$ cat src/rtl/sfdc_pkg.sv
package sfdc_pkg;

    localparam int FRAME_W = 30;
    localparam int QUEUE_W = 16;
    localparam int DRIFT_W = 8;
    localparam int STAMP_W = 31;
    localparam int GROW_W  = 31;

    localparam int CFG_INDEX_W = 2;
    localparam int CFG_DATA_W  = 16;

    localparam int IN_TDATA_W  = 48;
    localparam int IN_TUSER_W  = 2;
    localparam int OUT_TDATA_W = 64;

    localparam logic [CFG_INDEX_W-1:0] CFG_ENABLE      = 2'd0;
    localparam logic [CFG_INDEX_W-1:0] CFG_MAX_DRIFT   = 2'd1;
    localparam logic [CFG_INDEX_W-1:0] CFG_QUEUE_LIMIT = 2'd2;

    localparam logic [GROW_W-1:0]  GROW_INTERVAL     = 31'd30;
    localparam logic [DRIFT_W:0]   GROW_STEP         = 9'd4;
    localparam logic [DRIFT_W-1:0] RESET_MAX_DRIFT   = 8'd120;
    localparam logic [QUEUE_W-1:0] RESET_QUEUE_LIMIT = 16'd4000;

    typedef struct packed {
        logic [FRAME_W-1:0] frame;
        logic [QUEUE_W-1:0] queue_count;
        logic               is_bottleneck;
        logic               multiplayer;
    } tick_t;

    typedef struct packed {
        logic               enable;
        logic [DRIFT_W-1:0] max_drift;
        logic [QUEUE_W-1:0] queue_limit;
    } cfg_t;

    typedef struct packed {
        logic [DRIFT_W-1:0] drift_now;
        logic [STAMP_W-1:0] stamped_frame;
        logic [DRIFT_W-1:0] peak_drift_seen;
        logic [QUEUE_W-1:0] peak_queue_seen;
    } result_t;

endpackage

$ cat src/rtl/sfdc_update.sv
module sfdc_update (
    input  logic             clk,
    input  logic             rst_n,
    input  logic             update,
    input  sfdc_pkg::tick_t  tick,
    input  sfdc_pkg::cfg_t   cfg,
    output sfdc_pkg::result_t result
);

    logic [sfdc_pkg::DRIFT_W-1:0] drift_reg, drift_next;
    logic [sfdc_pkg::DRIFT_W-1:0] peak_drift_reg, peak_drift_next;
    logic [sfdc_pkg::QUEUE_W-1:0] peak_queue_reg, peak_queue_next;
    logic [sfdc_pkg::FRAME_W-1:0] last_frame_reg, last_frame_next;
    logic                         last_valid_reg, last_valid_next;
    logic [sfdc_pkg::GROW_W-1:0]  next_grow_reg, next_grow_next;

    logic [sfdc_pkg::FRAME_W-1:0] elapsed;
    logic [sfdc_pkg::DRIFT_W-1:0] shrink;
    logic [sfdc_pkg::DRIFT_W:0]   grown;

    assign elapsed = tick.frame - last_frame_reg;
    assign shrink  = (elapsed < {{(sfdc_pkg::FRAME_W-sfdc_pkg::DRIFT_W){1'b0}}, drift_reg})
                     ? elapsed[sfdc_pkg::DRIFT_W-1:0] : drift_reg;
    assign grown   = {1'b0, drift_reg} + sfdc_pkg::GROW_STEP;

    always_comb
    begin
        drift_next      = drift_reg;
        peak_drift_next = peak_drift_reg;
        peak_queue_next = peak_queue_reg;
        last_frame_next = last_frame_reg;
        last_valid_next = last_valid_reg;
        next_grow_next  = next_grow_reg;
        if (!cfg.enable || !tick.multiplayer)
        begin
            drift_next = '0;
        end
        else if (!(last_valid_reg && tick.frame == last_frame_reg))
        begin
            last_frame_next = tick.frame;
            last_valid_next = 1'b1;
            if (last_valid_reg && tick.frame > last_frame_reg)
            begin
                if (tick.queue_count > peak_queue_reg)
                begin
                    peak_queue_next = tick.queue_count;
                end
                if (tick.queue_count > cfg.queue_limit || !tick.is_bottleneck)
                begin
                    drift_next = drift_reg - shrink;
                end
                else if ({1'b0, tick.frame} >= next_grow_reg)
                begin
                    next_grow_next = {1'b0, tick.frame} + sfdc_pkg::GROW_INTERVAL;
                    if (drift_reg < cfg.max_drift)
                    begin
                        drift_next = (grown > {1'b0, cfg.max_drift})
                                     ? cfg.max_drift : grown[sfdc_pkg::DRIFT_W-1:0];
                        if (drift_next > peak_drift_reg)
                        begin
                            peak_drift_next = drift_next;
                        end
                    end
                end
            end
        end
    end

    always_ff @(posedge clk or negedge rst_n)
    begin
        if (!rst_n)
        begin
            drift_reg      <= '0;
            peak_drift_reg <= '0;
            peak_queue_reg <= '0;
            last_frame_reg <= '0;
            last_valid_reg <= 1'b0;
            next_grow_reg  <= '0;
        end
        else if (update)
        begin
            drift_reg      <= drift_next;
            peak_drift_reg <= peak_drift_next;
            peak_queue_reg <= peak_queue_next;
            last_frame_reg <= last_frame_next;
            last_valid_reg <= last_valid_next;
            next_grow_reg  <= next_grow_next;
        end
    end

    always_comb
    begin
        result.drift_now       = drift_next;
        result.stamped_frame   = {1'b0, tick.frame}
                                 + (cfg.enable
                                    ? {{(sfdc_pkg::STAMP_W-sfdc_pkg::DRIFT_W){1'b0}}, drift_next}
                                    : {sfdc_pkg::STAMP_W{1'b0}});
        result.peak_drift_seen = peak_drift_next;
        result.peak_queue_seen = peak_queue_next;
    end

`ifndef SYNTHESIS
    a_peak_drift_mono: assert property (@(posedge clk) disable iff (!rst_n)
        1'b1 |=> peak_drift_reg >= $past(peak_drift_reg))
        else $error("peak drift decreased");

    a_peak_queue_mono: assert property (@(posedge clk) disable iff (!rst_n)
        1'b1 |=> peak_queue_reg >= $past(peak_queue_reg))
        else $error("peak queue decreased");

    a_growth_bounded: assert property (@(posedge clk) disable iff (!rst_n)
        1'b1 |=> (drift_reg <= $past(drift_reg)
                  || (drift_reg <= $past(cfg.max_drift)
                      && {1'b0, drift_reg} <= {1'b0, $past(drift_reg)} + sfdc_pkg::GROW_STEP)))
        else $error("drift grew past limit or step");
`endif

endmodule

$ cat src/rtl/send_frame_drift_controller_core.sv
// send-frame drift controller
// slave stream: one transaction per game tick carrying frame and queue count in
// s_tdata and the bottleneck and multiplayer flags in s_tuser
// master stream: one result transaction per tick with drift, stamped frame and
// the two peak values packed in m_tdata
// configuration channel: cfg_index selects enable, max_drift or queue_limit,
// cfg_data carries the value; cfg_ready is always high, unknown indexes ignored
// m_tvalid rises once the tick has passed the input register and the drift
// update lands in the result register
// throughput: one tick per cycle while m_tready stays high; the drift state loop
// closes inside the update stage, so back-to-back ticks see each other's state
// reset: drift, peaks and frame history clear, enable off, max_drift 120,
// queue_limit 4000, both pipeline registers empty
// stall: while m_tready is low the result register holds, the input register
// keeps one more tick, and s_tready drops once both are full
module send_frame_drift_controller_core (
    input  logic                                 clk,
    input  logic                                 rst_n,
    input  logic                                 s_tvalid,
    output logic                                 s_tready,
    input  logic [sfdc_pkg::IN_TDATA_W-1:0]      s_tdata,  // frame, queue_count, zero pad
    input  logic [sfdc_pkg::IN_TUSER_W-1:0]      s_tuser,  // is_bottleneck, multiplayer
    output logic                                 m_tvalid,
    input  logic                                 m_tready,
    output logic [sfdc_pkg::OUT_TDATA_W-1:0]     m_tdata,  // drift_now, stamped_frame,
                                                           // peak_drift_seen,
                                                           // peak_queue_seen, zero pad
    input  logic                                 cfg_valid,
    output logic                                 cfg_ready,
    input  logic [sfdc_pkg::CFG_INDEX_W-1:0]     cfg_index,
    input  logic [sfdc_pkg::CFG_DATA_W-1:0]      cfg_data
);

    sfdc_pkg::cfg_t    cfg_reg;
    sfdc_pkg::tick_t   tick_reg;
    logic              in_valid_reg;
    sfdc_pkg::result_t out_reg;
    logic              out_valid_reg;
    sfdc_pkg::result_t result;
    logic              advance;
    logic              update;

    assign advance   = !out_valid_reg || m_tready;
    assign update    = in_valid_reg && advance;
    assign s_tready  = !in_valid_reg || advance;
    assign cfg_ready = 1'b1;

    always_ff @(posedge clk or negedge rst_n)
    begin
        if (!rst_n)
        begin
            cfg_reg.enable      <= 1'b0;
            cfg_reg.max_drift   <= sfdc_pkg::RESET_MAX_DRIFT;
            cfg_reg.queue_limit <= sfdc_pkg::RESET_QUEUE_LIMIT;
        end
        else if (cfg_valid)
        begin
            case (cfg_index)
                sfdc_pkg::CFG_ENABLE:      cfg_reg.enable      <= cfg_data[0];
                sfdc_pkg::CFG_MAX_DRIFT:   cfg_reg.max_drift   <= cfg_data[sfdc_pkg::DRIFT_W-1:0];
                sfdc_pkg::CFG_QUEUE_LIMIT: cfg_reg.queue_limit <= cfg_data;
                default:                   ;
            endcase
        end
    end

    always_ff @(posedge clk or negedge rst_n)
    begin
        if (!rst_n)
        begin
            in_valid_reg  <= 1'b0;
            out_valid_reg <= 1'b0;
        end
        else
        begin
            if (s_tready)
            begin
                in_valid_reg <= s_tvalid;
            end
            if (advance)
            begin
                out_valid_reg <= in_valid_reg;
            end
        end
    end

    always_ff @(posedge clk)
    begin
        if (s_tvalid && s_tready)
        begin
            tick_reg.frame         <= s_tdata[sfdc_pkg::FRAME_W-1:0];
            tick_reg.queue_count   <= s_tdata[sfdc_pkg::FRAME_W +: sfdc_pkg::QUEUE_W];
            tick_reg.is_bottleneck <= s_tuser[0];
            tick_reg.multiplayer   <= s_tuser[1];
        end
        if (update)
        begin
            out_reg <= result;
        end
    end

    sfdc_update u_update (
        .clk    (clk),
        .rst_n  (rst_n),
        .update (update),
        .tick   (tick_reg),
        .cfg    (cfg_reg),
        .result (result)
    );

    assign m_tvalid = out_valid_reg;
    assign m_tdata  = {1'b0,
                       out_reg.peak_queue_seen,
                       out_reg.peak_drift_seen,
                       out_reg.stamped_frame,
                       out_reg.drift_now};

endmodule
$ cat config.mk
export PLATFORM = sky130hd
export DESIGN_NAME = send_frame_drift_controller_core
export DESIGN_NICKNAME = d
export VERILOG_FILES = /design/src/rtl/sfdc_pkg.sv /design/src/rtl/sfdc_update.sv /design/src/rtl/send_frame_drift_controller_core.sv
export SDC_FILE = /design/constraint.sdc
export NUM_CORES = 1
export LEC_CHECK = 0
export BUFFER_PORTS_ARGS = -buffer_cell sky130_fd_sc_hd__buf_2
export CORE_UTILIZATION = 60
export DETAILED_ROUTE_END_ITERATION = 10
export MAX_ROUTING_LAYER = met4
export PLACE_DENSITY = 0.81
export SETUP_SLACK_MARGIN = 0.15
export SYNTH_ARGS = -nofsm -noshare
export SYNTH_HDL_FRONTEND = slang
export SYNTH_SLANG_ARGS = --single-unit
$ cat constraint.sdc
create_clock -name clk -period 9.4 [get_ports clk]
set_clock_uncertainty 0.05 [all_clocks]
set_input_delay 2.35 -clock clk [delete_from_list [all_inputs] [get_ports clk]]
set_output_delay 2.35 -clock clk [all_outputs]
set_load 0.005 [all_outputs]
==> results of run 1 <==
[per-layer routing]
layer	wire length (um)	up-vias	GRT usage (%)
met5	0	-	-
met2	15900	369	45.9
met4	902	0	9.25
li1	-	5269	-
met3	1990	66	3.03
met1	14900	5215	38.5
[cell families after synthesis]
family                   Yosys count  share of synthesized area, %
multiplexers                     102                          7.70
other                              2                        0.0518
XOR/XNOR                          70                          4.23
adder cells (fa/ha/maj)          141                          12.3
buffers and inverters            197                          5.68
AO/OA/AOI/OAI                    305                          13.8
AND/OR/NAND/NOR                  344                          12.3
flip-flops                       232                          44.0
[tightest hold or removal path: cells and delay by family, from the launching register on]
family / cells / cell delay, ns
compound gates: 1 / 0.06
simple gates: 1 / 0.05
flops: 1 / 0.34
[report_power, final]
group	switching, mW	internal [mW]
registers	0.117	1.27
logic	0.936	0.701
clock network	0.386	0.551
[final cells by class]
class | instances | area [um2]
clock inverters | 10 | 110
multi-input cells | 964 | 7310
fillers | 1772 | 7250
clock buffers | 34 | 668
flip-flops and latches | 232 | 6370
inverters | 143 | 537
well taps | 319 | 399
diodes | 2 | 5.00
repair buffers | 163 | 888
[cell usage in the layout, fill, tap and decap left out, types with 35 or more instances in the layout]
cell / count
xnor2_1: 43
mux2_2: 75
edfxtp_1: 111
nand2_1: 101
nand3_1: 35
nor2_1: 63
a21oi_1: 66
inv_1: 142
o21ai_0: 87
dfrtp_1: 111
ha_1: 138
a21o_1: 36
buf_2: 134
[worst paths after layout]
path                                        startpoint                     endpoint  slack [ns]
setup reg to reg                          tick_reg[19]                  m_tdata[28]        0.60
max in group asynchronous                        rst_n  u_update.last_frame_reg[24]        6.06
min in group asynchronous                        rst_n   u_update.peak_queue_reg[9]        1.80
setup / recovery                          tick_reg[19]                  m_tdata[28]        0.60
hold reg to reg            u_update.last_frame_reg[26]  u_update.last_frame_reg[26]        0.44
hold / removal             u_update.last_frame_reg[26]  u_update.last_frame_reg[26]        0.44
[through the flow]
step / hold slack (ns) / cells / utilization (%)
after global routing: 0.464 / 1867 / 69.2
after detailed placement: 0.425 / 1821 / 65.9
after global placement: 0.413 / 1821 / 65.9
after CTS: 0.439 / 1865 / 69.2
after floorplan: 0.390 / 1393 / -
final: 0.436 / 1867 / 69.2
==> key figures, run 1 <==
Status
  – Status: finished clean

Floorplan
  – Row cnt: 56
  – Die X: 157 um
  – Core Area: around 24,000 um2
  – Chip Height: about 160 um
  – Total die area: around 25,000 um2
  – Initial Utilization: about three fifths
  – I/O pin total: 140

GRT
  – Tot GR Track Use: between 20% and 30%
  – Number of global-route vias before repair: between 10,000 and 15,000
  – Initial antenna violation count: 2
  – First-pass GRT wire length: about 54 mm
  – Total congestion overflow: 0
  – Largest net degree at the start of global routing: 74

Logic synthesis
  – Sequential element share of the synthesized area: between 40% and 50%
  – Top area cells in the synthesized netlist: edfxtp_1, dfrtp_1, ha_1, mux2_2, inv_1
  – Cell variety after synth: 84
  – Syn Area/Cell: about 10 um2
  – Post-synth top area share: 23.0%
  – Post-Syn Area: ~14,000 um2
  – Yosys reg bits: roughly 230
  – Top-count cell post-synth: inv_1
  – Main synth FF type: edfxtp_1
  – EDFF count, synth: roughly 110
  – Async SR Flop Fraction: a little over half
  – Ys Warns: 0
  – Syn Nets: between 1,500 and 2,000
  – Synth cell count leaders: inv_1, ha_1, dfrtp_1, edfxtp_1, nand2_1
  – Cell taking the most area after synthesis: edfxtp_1
  – Cells after synthesis: 1,393

Clock network
  – Root buffer selected by CTS: clkbuf_16
  – Clock Tree Buf Depth: 3
  – Sink Count: approximately 230
  – Clk Latency, worst-skew pair: ~0.53 ns
  – Worst-path clk slew: about 0.060 ns
  – H-tree depth: 1
  – Resize count post-CTS: 0
  – CTS buffer count: 24
  – Setup Fix Bufs, Post-CTS: 0
  – TritonCTS clock tree: built
  – Post-CTS Hold Fix Bufs: 0

STA
  – Setup tns final: 0 ns
  – Actual slew at the worst max-slew pin: 1.18 ns
  – Setup violators final: 0
  – Final Slew Violations: 0
  – Fin crit period: around 8.8 ns
  – RSZ-0062 raised after global routing: no
  – Final WS setup: about 0.6 ns
  – Final Hold Viols: 0
  – Fmax: 114 MHz
  – Max_slew headroom: approximately 22%
  – Crit share post-route: 93.6%

Place
  – DP HPWL: around 25 mm
  – Buffers added on ports: 135
  – Total placed instance area: between 15,000 and 20,000 um2
  – Place WS: between 0.5 and 0.6 ns
  – Gp weighted congestion: slightly above 0.9

Setup path
  – Crit-path max FO: 6
  – Setup crit end kind: flip-flop
  – Arr. time, crit path: around 9.0 ns
  – Kind of critical path: flip-flop to flip-flop
  – CP max stage cell: edfxtp_1
  – Worst R2R Path Depth: 32
  – Cell family with most CP delay: simple AND/OR/NAND/NOR gates
  – Critical Path RT: approximately 9.6 ns
  – Buf/Inv on CP: 1
  – Critical path launch point type: flip-flop
  – Max stage delay on crit path: roughly 0.5 ns
  – Stages on the worst setup path: 32

Worst hold path
  – Worst Hold Class: flip-flop to flip-flop
  – Hold depth: 2

Detailed routing
  – Avg WL per Cell: between 15 and 20 um
  – Vias: 10,900
  – DR vias/cell: about 5.8
  – DRT Pass-1 Iters: 5
  – DRT iter0 DRCs: 807
  – DR DRC count: 0
  – Routed WL: 33.7 mm
  – Remaining antenna violation count: 0

Run
  – Max_cap viols: 0

Power and ir drop
  – Power Dens Cells: between 200 and 250 nW/um2
  – Cell leakage power: roughly 7.4 nW
  – Highest ir drop seen on vdd: roughly 0.00021 V
  – Total power: 3.96 mW

Cells and area
  – Largest register FFs: 63
  – # nets final: 1,742
  – Area grow syn2layout: 12.5%
  – Final Cell Area: around 16,000 um2
  – Layout cell share with drive strength beyond 1: 20.7%
No activity file was read; power rests on OpenSTA's default activity.
==> run 2, diff against run 1 <==
--- a/config.mk
+++ b/config.mk
@@ -7,6 +7,7 @@
 export LEC_CHECK = 0
 export BUFFER_PORTS_ARGS = -buffer_cell sky130_fd_sc_hd__buf_2
 export CORE_UTILIZATION = 60
+export CTS_BUF_LIST = sky130_fd_sc_hd__clkbuf_8
 export DETAILED_ROUTE_END_ITERATION = 10
 export MAX_ROUTING_LAYER = met4
 export PLACE_DENSITY = 0.81
==> key figures, run 2 (synthesis results as in run 1) <==
Status
  – Status: finished clean

Clock network
  – Clk Latency, worst-skew pair: approximately 0.55 ns
  – H-tree depth: 2
  – Post-CTS Hold Fix Bufs: 0
  – Worst-path clk slew: around 0.060 ns
  – Root buffer selected by CTS: clkbuf_8
  – TritonCTS clock tree: built
  – CTS buffer count: 39
  – Clock Tree Buf Depth: 3
  – Sink Count: between 200 and 250

Setup path
  – CP max stage cell: edfxtp_1
  – Flop2flop setup slack: 0.59 ns
  – RR Endpoint: m_tdata[24]
  – Stages on the worst setup path: 32
  – Crit-path max FO: 6
  – Kind of critical path: flip-flop to flip-flop
  – Buf/Inv on CP: 1
  – Arr. time, crit path: between 9 and 10 ns
  – Max stage delay on crit path: around 0.5 ns
  – Worst R2R Path Depth: 32
  – Setup crit end kind: flip-flop
  – Critical path launch point type: flip-flop
  – Reg2reg start: tick_reg[19]
  – Worst Setup SP: tick_reg[19]
  – Worst Setup EP: m_tdata[24]
  – Cell family with most CP delay: simple AND/OR/NAND/NOR gates
  – Critical Path RT: around 9.7 ns

Floorplan
  – I/O pin total: 140
  – Initial Utilization: a little over 60%
  – Chip Height: approximately 160 um
  – Die X: 157 um
  – Row cnt: 56
  – Core Area: approximately 24,000 um2
  – Total die area: approximately 25,000 um2

Detailed routing
  – Vias: between 10,000 and 15,000
  – DR DRC count: 0
  – Remaining antenna violation count: 0
  – Avg WL per Cell: between 15 and 20 um
  – Routed WL: between 30 and 40 mm
  – DRT iter0 DRCs: approximately 840
  – DRT Pass-1 Iters: 5
  – DR vias/cell: roughly 5.9

STA
  – Actual slew at the worst max-slew pin: between 1 and 1.5 ns
  – Final Slew Violations: 0
  – Fmax: approximately 110 MHz
  – Max_slew headroom: 22.3%
  – RSZ-0062 raised after global routing: no
  – Final Hold Viols: 0
  – Setup violators final: 0
  – Fin crit period: around 8.8 ns
  – Setup tns final: 0 ns
  – Crit share post-route: between 90% and 100%

Worst hold path
  – Worst Hold Class: flip-flop to flip-flop
  – Hold depth: 2

Power and ir drop
  – Highest ir drop seen on vdd: around 0.00015 V
  – Power Dens Cells: roughly 240 nW/um2
  – Cell leakage power: about 7.5 nW
  – P_sw: 1.45 mW
  – Sw Ratio: ~38%
  – Comb pwr share: 42.6%
  – P_int: 2.40 mW
  – Total power: 3.85 mW
  – Flop pwr share: 36.0%
  – Clk pwr share: a little over a fifth

Cells and area
  – Largest register FFs: 63
  – Layout cell share with drive strength beyond 1: roughly 21%
  – Most common cell after layout, fill and taps aside: inv_1
  – Final Cell Area: 16,200 um2
  – Area grow syn2layout: 12.0%
  – Final core utilization: 69.0%
  – # nets final: about 1,800
  – Commonest non-fill, non-tap cells in the layout: inv_1, ha_1, buf_2

GRT
  – First-pass GRT wire length: around 54 mm
  – Initial antenna violation count: 1
  – Number of global-route vias before repair: about 11,000
  – Largest net degree at the start of global routing: between 70 and 80
  – Tot GR Track Use: between 20% and 30%
  – Total congestion overflow: 0

Run
  – Max_cap viols: 0

Place
  – Total placed instance area: about 16,000 um2
  – Gp weighted congestion: 0.911
  – DP HPWL: 25.0 mm
  – Buffers added on ports: about 140
run 2: power groups by stage:
stage                     Clock, mW  Sequential, mW  Combinational [mW]
after global routing          0.889            1.41                1.82
final                         0.824            1.39                1.64
after detailed placement          0            1.40                1.61
after floorplan                   0            1.37                1.24
after CTS                     0.842            1.38                1.62
after global placement            0            1.39                1.57
run 2: cell type report:
| cell class | instances | area [um2] |
|---|---|---|
| Antenna cell | 2 | 5.00 |
| Clock buffer | 40 | 551 |
| Clock inverter | 32 | 168 |
| Fill cell | 1797 | 7310 |
| Inverter | 143 | 537 |
| Multi-Input combinational cell | 964 | 7310 |
| Sequential cell | 232 | 6370 |
| Tap cell | 319 | 399 |
| Timing Repair Buffer | 163 | 888 |
run 2: tightest hold or removal path, cell delays in order, from the launching register on:
cell and delay, ns:
dfrtp_1 0.34, nand2_1 0.05, o21ai_0 0.06
run 2: layer usage:
metal  global-route usage [%]  part of all wire [%]  wire [um]  up-vias
li1                         -                     -          -     5309
met1                     38.3                    44      15000     5288
met2                     45.4                    47      15700      397
met3                     3.99                   6.0       2020       94
met4                     10.4                   3.0       1010        0
met5                        -                     0          0        -
run 2: what timing repair did:
action / CTS / global route
setup buffers: 0 / 0
setup endpoints to repair: 0 / 5
resized for setup: 0 / 2
run 2: per-stage QoR:
| stage | hold slack, ns | worst slack [ns] | instances |
|---|---|---|---|
| detailed placement | 0.425 | 0.535 | 1821 |
| floorplan | 0.390 | 1.46 | 1393 |
| global route | 0.464 | 0.165 | 1894 |
| global placement | 0.413 | 0.701 | 1821 |
| CTS | 0.438 | 0.496 | 1893 |
| finish | 0.435 | 0.587 | 1895 |
run 2: how the worst min path moves through the flow:
stage	startpoint	slack, ns	end
floorplan	u_update.last_valid_reg	0.39	u_update.last_valid_reg
global placement	u_update.last_frame_reg[29]	0.41	u_update.last_frame_reg[29]
detailed placement	u_update.last_frame_reg[26]	0.43	u_update.last_frame_reg[26]
CTS	u_update.last_frame_reg[29]	0.44	u_update.last_frame_reg[29]
global route	u_update.last_frame_reg[8]	0.46	u_update.last_frame_reg[8]
finish	u_update.last_frame_reg[29]	0.44	u_update.last_frame_reg[29]
